File: src/rtl/assert_macros.svh
// ----------------------------------------------------------------------------
// Assertion macros
// Shared concurrent assertion forms for the longest Collatz search block.
// ----------------------------------------------------------------------------
`ifndef ASSERT_MACROS_SVH
`define ASSERT_MACROS_SVH

// Same-cycle implication, disabled while reset is asserted.
`define AST_IMPL(lbl, clk, rst_n, ante, cons) \
  lbl: assert property (@(posedge clk) disable iff (!rst_n) (ante) |-> (cons)) \
    else $error("assertion failed: same-cycle implication");

// Next-cycle implication, disabled while reset is asserted.
`define AST_NEXT(lbl, clk, rst_n, ante, cons) \
  lbl: assert property (@(posedge clk) disable iff (!rst_n) (ante) |=> (cons)) \
    else $error("assertion failed: next-cycle implication");

`endif

File: src/rtl/lcs_pkg.sv
// ----------------------------------------------------------------------------
// lcs_pkg
// Types, constants and the microprogram of the longest Collatz search.
// ----------------------------------------------------------------------------
`default_nettype none

package lcs_pkg;

  localparam int unsigned TABLE_DEPTH_DEF = 65536;
  localparam int VAL_W   = 64;
  localparam int START_W = 16;
  localparam int CNT_W   = 10;
  localparam int UPC_W   = 4;
  localparam logic [CNT_W-1:0] CNT_MAX  = {CNT_W{1'b1}};
  localparam logic [CNT_W-1:0] BEST_RST = CNT_W'(2);
  localparam logic [START_W-1:0] START_FIRST = START_W'(2);

  typedef enum logic [2:0] {
    OP_NOP,
    OP_LOAD,
    OP_INIT,
    OP_STEP,
    OP_READ,
    OP_WRITE,
    OP_NEXT,
    OP_EMIT
  } op_t;

  typedef enum logic [2:0] {
    C_NEVER,
    C_ALWAYS,
    C_IDLE,
    C_LIM_LOW,
    C_WALK_END,
    C_LAST
  } cond_t;

  typedef struct packed {
    op_t              op;
    cond_t            cond;
    logic [UPC_W-1:0] target;
  } uword_t;

  typedef struct packed {
    logic start;
    logic lim_low;
    logic walk_end;
    logic last;
  } flags_t;

  localparam logic [UPC_W-1:0] L_IDLE  = UPC_W'(0);
  localparam logic [UPC_W-1:0] L_CHECK = UPC_W'(1);
  localparam logic [UPC_W-1:0] L_INIT  = UPC_W'(2);
  localparam logic [UPC_W-1:0] L_TEST  = UPC_W'(3);
  localparam logic [UPC_W-1:0] L_STEP  = UPC_W'(4);
  localparam logic [UPC_W-1:0] L_READ  = UPC_W'(5);
  localparam logic [UPC_W-1:0] L_WRITE = UPC_W'(6);
  localparam logic [UPC_W-1:0] L_NEXT  = UPC_W'(7);
  localparam logic [UPC_W-1:0] L_EMIT  = UPC_W'(8);

  // A taken condition jumps to the target, otherwise the step counter advances.
  function automatic uword_t ucode(input logic [UPC_W-1:0] addr);
    uword_t w;
    w = '{op: OP_NOP, cond: C_ALWAYS, target: L_IDLE};
    unique case (addr)
      L_IDLE:  w = '{op: OP_LOAD,  cond: C_IDLE,     target: L_IDLE};
      L_CHECK: w = '{op: OP_NOP,   cond: C_LIM_LOW,  target: L_EMIT};
      L_INIT:  w = '{op: OP_INIT,  cond: C_NEVER,    target: L_IDLE};
      L_TEST:  w = '{op: OP_NOP,   cond: C_WALK_END, target: L_READ};
      L_STEP:  w = '{op: OP_STEP,  cond: C_ALWAYS,   target: L_TEST};
      L_READ:  w = '{op: OP_READ,  cond: C_NEVER,    target: L_IDLE};
      L_WRITE: w = '{op: OP_WRITE, cond: C_LAST,     target: L_EMIT};
      L_NEXT:  w = '{op: OP_NEXT,  cond: C_ALWAYS,   target: L_INIT};
      L_EMIT:  w = '{op: OP_EMIT,  cond: C_ALWAYS,   target: L_IDLE};
      default: w = '{op: OP_NOP,   cond: C_ALWAYS,   target: L_IDLE};
    endcase
    return w;
  endfunction

endpackage

`default_nettype wire

File: src/rtl/lcs_seq.sv
// ----------------------------------------------------------------------------
// lcs_seq
// Microcode sequencer: step counter, program ROM and conditional jumps.
// ----------------------------------------------------------------------------
`default_nettype none

module lcs_seq
  import lcs_pkg::*;
(
  input  wire logic   clk,
  input  wire logic   rst_n,
  input  wire flags_t flags,
  output uword_t      uword,
  output logic        busy
);

  logic [UPC_W-1:0] upc_r;
  logic [UPC_W-1:0] upc_nxt;
  logic             taken;

  assign uword = ucode(upc_r);
  assign busy  = (upc_r != L_IDLE);

  always_comb begin
    unique case (uword.cond)
      C_NEVER:    taken = 1'b0;
      C_ALWAYS:   taken = 1'b1;
      C_IDLE:     taken = !flags.start;
      C_LIM_LOW:  taken = flags.lim_low;
      C_WALK_END: taken = flags.walk_end;
      C_LAST:     taken = flags.last;
      default:    taken = 1'b1;
    endcase
    upc_nxt = taken ? uword.target : upc_r + UPC_W'(1);
  end

  always_ff @(posedge clk) begin
    if (!rst_n) begin
      upc_r <= L_IDLE;
    end else begin
      upc_r <= upc_nxt;
    end
  end

endmodule

`default_nettype wire

File: config.mk
export PLATFORM = sky130hd
export DESIGN_NAME = lcs_seq
export DESIGN_NICKNAME = d
export VERILOG_FILES = /design/src/rtl/assert_macros.svh /design/src/rtl/lcs_pkg.sv /design/src/rtl/lcs_seq.sv
export SDC_FILE = /design/constraint.sdc
export NUM_CORES = 1
export LEC_CHECK = 0
export ABC_AREA = 1
export BUFFER_PORTS_ARGS = -buffer_cell sky130_fd_sc_hd__buf_2
export CAP_MARGIN = 40
export CORE_MARGIN = 2
export CORE_UTILIZATION = 45
export CTS_BUF_LIST = sky130_fd_sc_hd__clkbuf_16
export DETAILED_ROUTE_END_ITERATION = 6
export PLACE_DENSITY = 0.71
export SYNTH_ARGS = -nofsm -noshare
export SYNTH_HDL_FRONTEND = slang
export SYNTH_SLANG_ARGS = --single-unit
File: constraint.sdc
create_clock -name clk -period 1.75 [get_ports clk]
set_clock_uncertainty 0.05 [all_clocks]
set_input_delay 0.175 -clock clk [delete_from_list [all_inputs] [get_ports clk]]
set_output_delay 0.175 -clock clk [all_outputs]
set_load 0.05 [all_outputs]
==> impl_metrics.tcl <==
set metrics [dict create \
    outcome "finished with violations" \
    violations "negative setup slack" \
    crit_start "uword[4]" \
    cp.depth 12 \
    rows 14 \
    floorplan.initialDensity 0.4870 \
    maxSlewViolCount 0 \
    arrival_ns 1.83 \
    cp_num_buf_inv 1 \
    clock_sinks 14 \
    core_area_mm2 0.001541 \
    cp_common_cell "nand2_2" \
    end_kind "flop" \
    yosysTopAreaCell "dfxtp_1" \
    grt_pass1_wl_um 2732 \
    hpwlAfterDp_um 1246 \
    rr_worst_depth 12 \
    clock_path_buffers 2 \
    cp_max_fo 5 \
    clk_pin_slew_ns 0.04 \
    grt_max_degree 9 \
    synth_area_leaders "dfxtp_1 37%, nand2_1 12%, ha_1 12%, inv_1 9.0%, nand3_2 5.3%" \
    seq_area_frac_synth 0.3733 \
    slew_headroom 0.7966 \
    crit_family "simple AND/OR/NAND/NOR gates" \
    post_drt_wl_per_cell_um 12.71 \
    cts_buffers 3 \
    max_cap_violations 0 \
    synth.most_common_cell "nand2_1" \
    cp-endpoint "uword[8]" \
    whs_path_depth 3 \
    drc 0 \
    antenna_found_initial 0 \
    rsz0062_at_grt "true" \
    grt_usage 0.1987 \
    finalWorstSetupSlack_ns -0.004281 \
    hold_viol_final 0 \
    synthesis.instances 100 \
    drive_above_1_share 0.5565 \
    clockRootBuffer "clkbuf_16" \
    routed-wl-met3_um 23 \
    synth_top_area_frac 0.3733 \
    first_iter_violations 11 \
    startpoint_type "flop" \
    antennaDiodeCount 0 \
    area_growth_pct 48.50 \
    crit_required_ns 1.83 \
    slowest_delay_ns 0.36 \
    synthDistinctLibCells 17 \
    r2r-end "uword[8]" \
    worst-setup-path-type "flop to flop" \
    syn_nets 113 \
    m1WireLength_um 711 \
    drt-vias-per-instance 4.900 \
    drt-total-wl_um 1780 \
    fmax_mhz 570.0 \
    grt-ovfl-total 0 \
    nNetsFinal 138 \
    hold_path.class "input port to flop" \
    fp.dieW_um 44.85 \
    drt_pass1_iterations 4 \
    finalCriticalPeriod_ns 1.754 \
    route.met2.wl_um 1001 \
    async_flop_share 0 \
    h-tree-depth 1 \
    synthFlopType "dfxtp_1" \
    avgSynthCellArea_um2 7.507 \
    ys_top_cells_by_count "24 x nand2_1, 18 x inv_1, 14 x dfxtp_1, 7 x ha_1, 7 x nand3_1" \
    grt_pass1_vias 665 \
    fin_crit_sh 1.002 \
    yosysWarnings 0 \
    num_vias 686 \
    die_area_mm2 0.002011 \
    r2r_start "uword[4]" \
    gp_congestion 0.7822 \
    synth_seq_cells 14 \
    die-height_um 44.85 \
    cts_tree "yes" \
    synth_edf_count 0 \
    r2r_slack_ns -0.004 \
    ios 17 \
    crit_chain "nand2_2 > nand2_2 > nand2_2 > nand2_2 > nor2_4 > nor2_2 > nor2_2 > nand2_4 > inv_6 > ha_4 > nand3_2 > nand3_2" \
    setup_viol 1 \
    port_buffers 16 \
    hold_buffers 0 \
    final_cells 140 \
    worstMarginPinSlew_ns 0.3043 \
    preCtsSetupSlack_ns -0.05257 \
    clk_latency_ns 0.24 \
    ant_nets 0 \
    syn_area_um2 750.7 \
    top_layer "met4" \
    numPlacedInstances 134 \
    cp_slowest_cell "dfxtp_4" \
]
[worst register-to-register path, cell delays in order (launching register included)]
cell	delay, ns
dfxtp_4	0.36
nand2_2	0.07
nand2_2	0.05
nand2_2	0.09
nand2_2	0.08
nor2_4	0.15
nor2_2	0.07
nor2_2	0.16
nand2_4	0.12
inv_6	0.11
ha_4	0.20
nand3_2	0.09
nand3_2	0.06
[cell usage in the layout (no fill, tap or decap)]
master,synthesis,layout
inv_2,3,4
inv_1,18,15
nand2_1,24,15
inv_6,0,1
nor3_4,0,1
clkbuf_16,0,3
dfxtp_1,14,11
clkinv_1,0,1
nand3_1,7,4
o211ai_1,1,1
dfxtp_4,0,3
buf_2,0,16
nand2_2,5,13
buf_4,0,4
nor2_2,1,3
nand2_4,0,1
ha_4,0,4
o21ai_1,2,2
nand4_1,2,2
a21oi_2,0,2
ha_2,0,1
nor3_1,2,2
ha_1,7,2
inv_4,0,1
nor2_4,2,5
nand3_2,4,7
[flip-flops by register name, indices dropped and copies added, names as in the netlist]
signal	count
uword	10
upc_r	4
[through the flow]
step | util | hold WS [ns] | setup TNS (ns) | cell area, um2
6_report | 0.7232 | 0.2131 | -0.004281 | 1115
3_5_place_dp | 0.5804 | 0.4650 | -0.06053 | 894.6
2_1_floorplan | - | 0.2841 | -0.06816 | 779.5
4_1_cts | 0.6356 | 0.2098 | 0 | 979.7
3_3_place_gp | 0.5804 | 0.4533 | 0 | 894.6
5_1_grt | 0.7232 | 0.2217 | -0.3213 | 1115
[worst min-delay path by stage]
stage          start        to  slack [ns]
2_1_floorplan  rst_n  upc_r[3]        0.28
3_3_place_gp   rst_n  upc_r[3]        0.45
3_5_place_dp   rst_n  upc_r[3]        0.47
4_1_cts        rst_n  upc_r[3]        0.21
5_1_grt        rst_n  upc_r[3]        0.22
6_report       rst_n  upc_r[3]        0.21
[logic make-up after synthesis]
kind of cell    Yosys count  share of synthesized area
flops                    14                     0.3733
compound gates            5                    0.03667
buf+inv                  21                     0.1050
fa+ha+maj                 7                     0.1167
simple gates             53                     0.3683
[metal layers]
metal,vias to the layer above,GRT usage
met4,0,0.1235
li1,359,-
met5,-,0
met3,5,0.03600
met2,6,0.3768
met1,316,0.1960
[cell type report]
cell class,instances,area [um2]
multi-input combinational,65,528.0
fill,116,426.7
sequential,14,291.5
timing repair buffer,20,110.1
inverter,21,86.33
clock buffer,3,75.07
tap,16,20.02
clock inverter,1,3.754
[what timing repair did]
action / in CTS / in global routing
pin swaps: 1 / 12
endpoints found under the setup margin: 4 / 9
buffers inserted: 0 / 2
resized for setup: 3 / 29
Power is left out: the tool's default activity adds up to more than one toggle a clock period on the data nets, which glitch-free logic cannot reach.
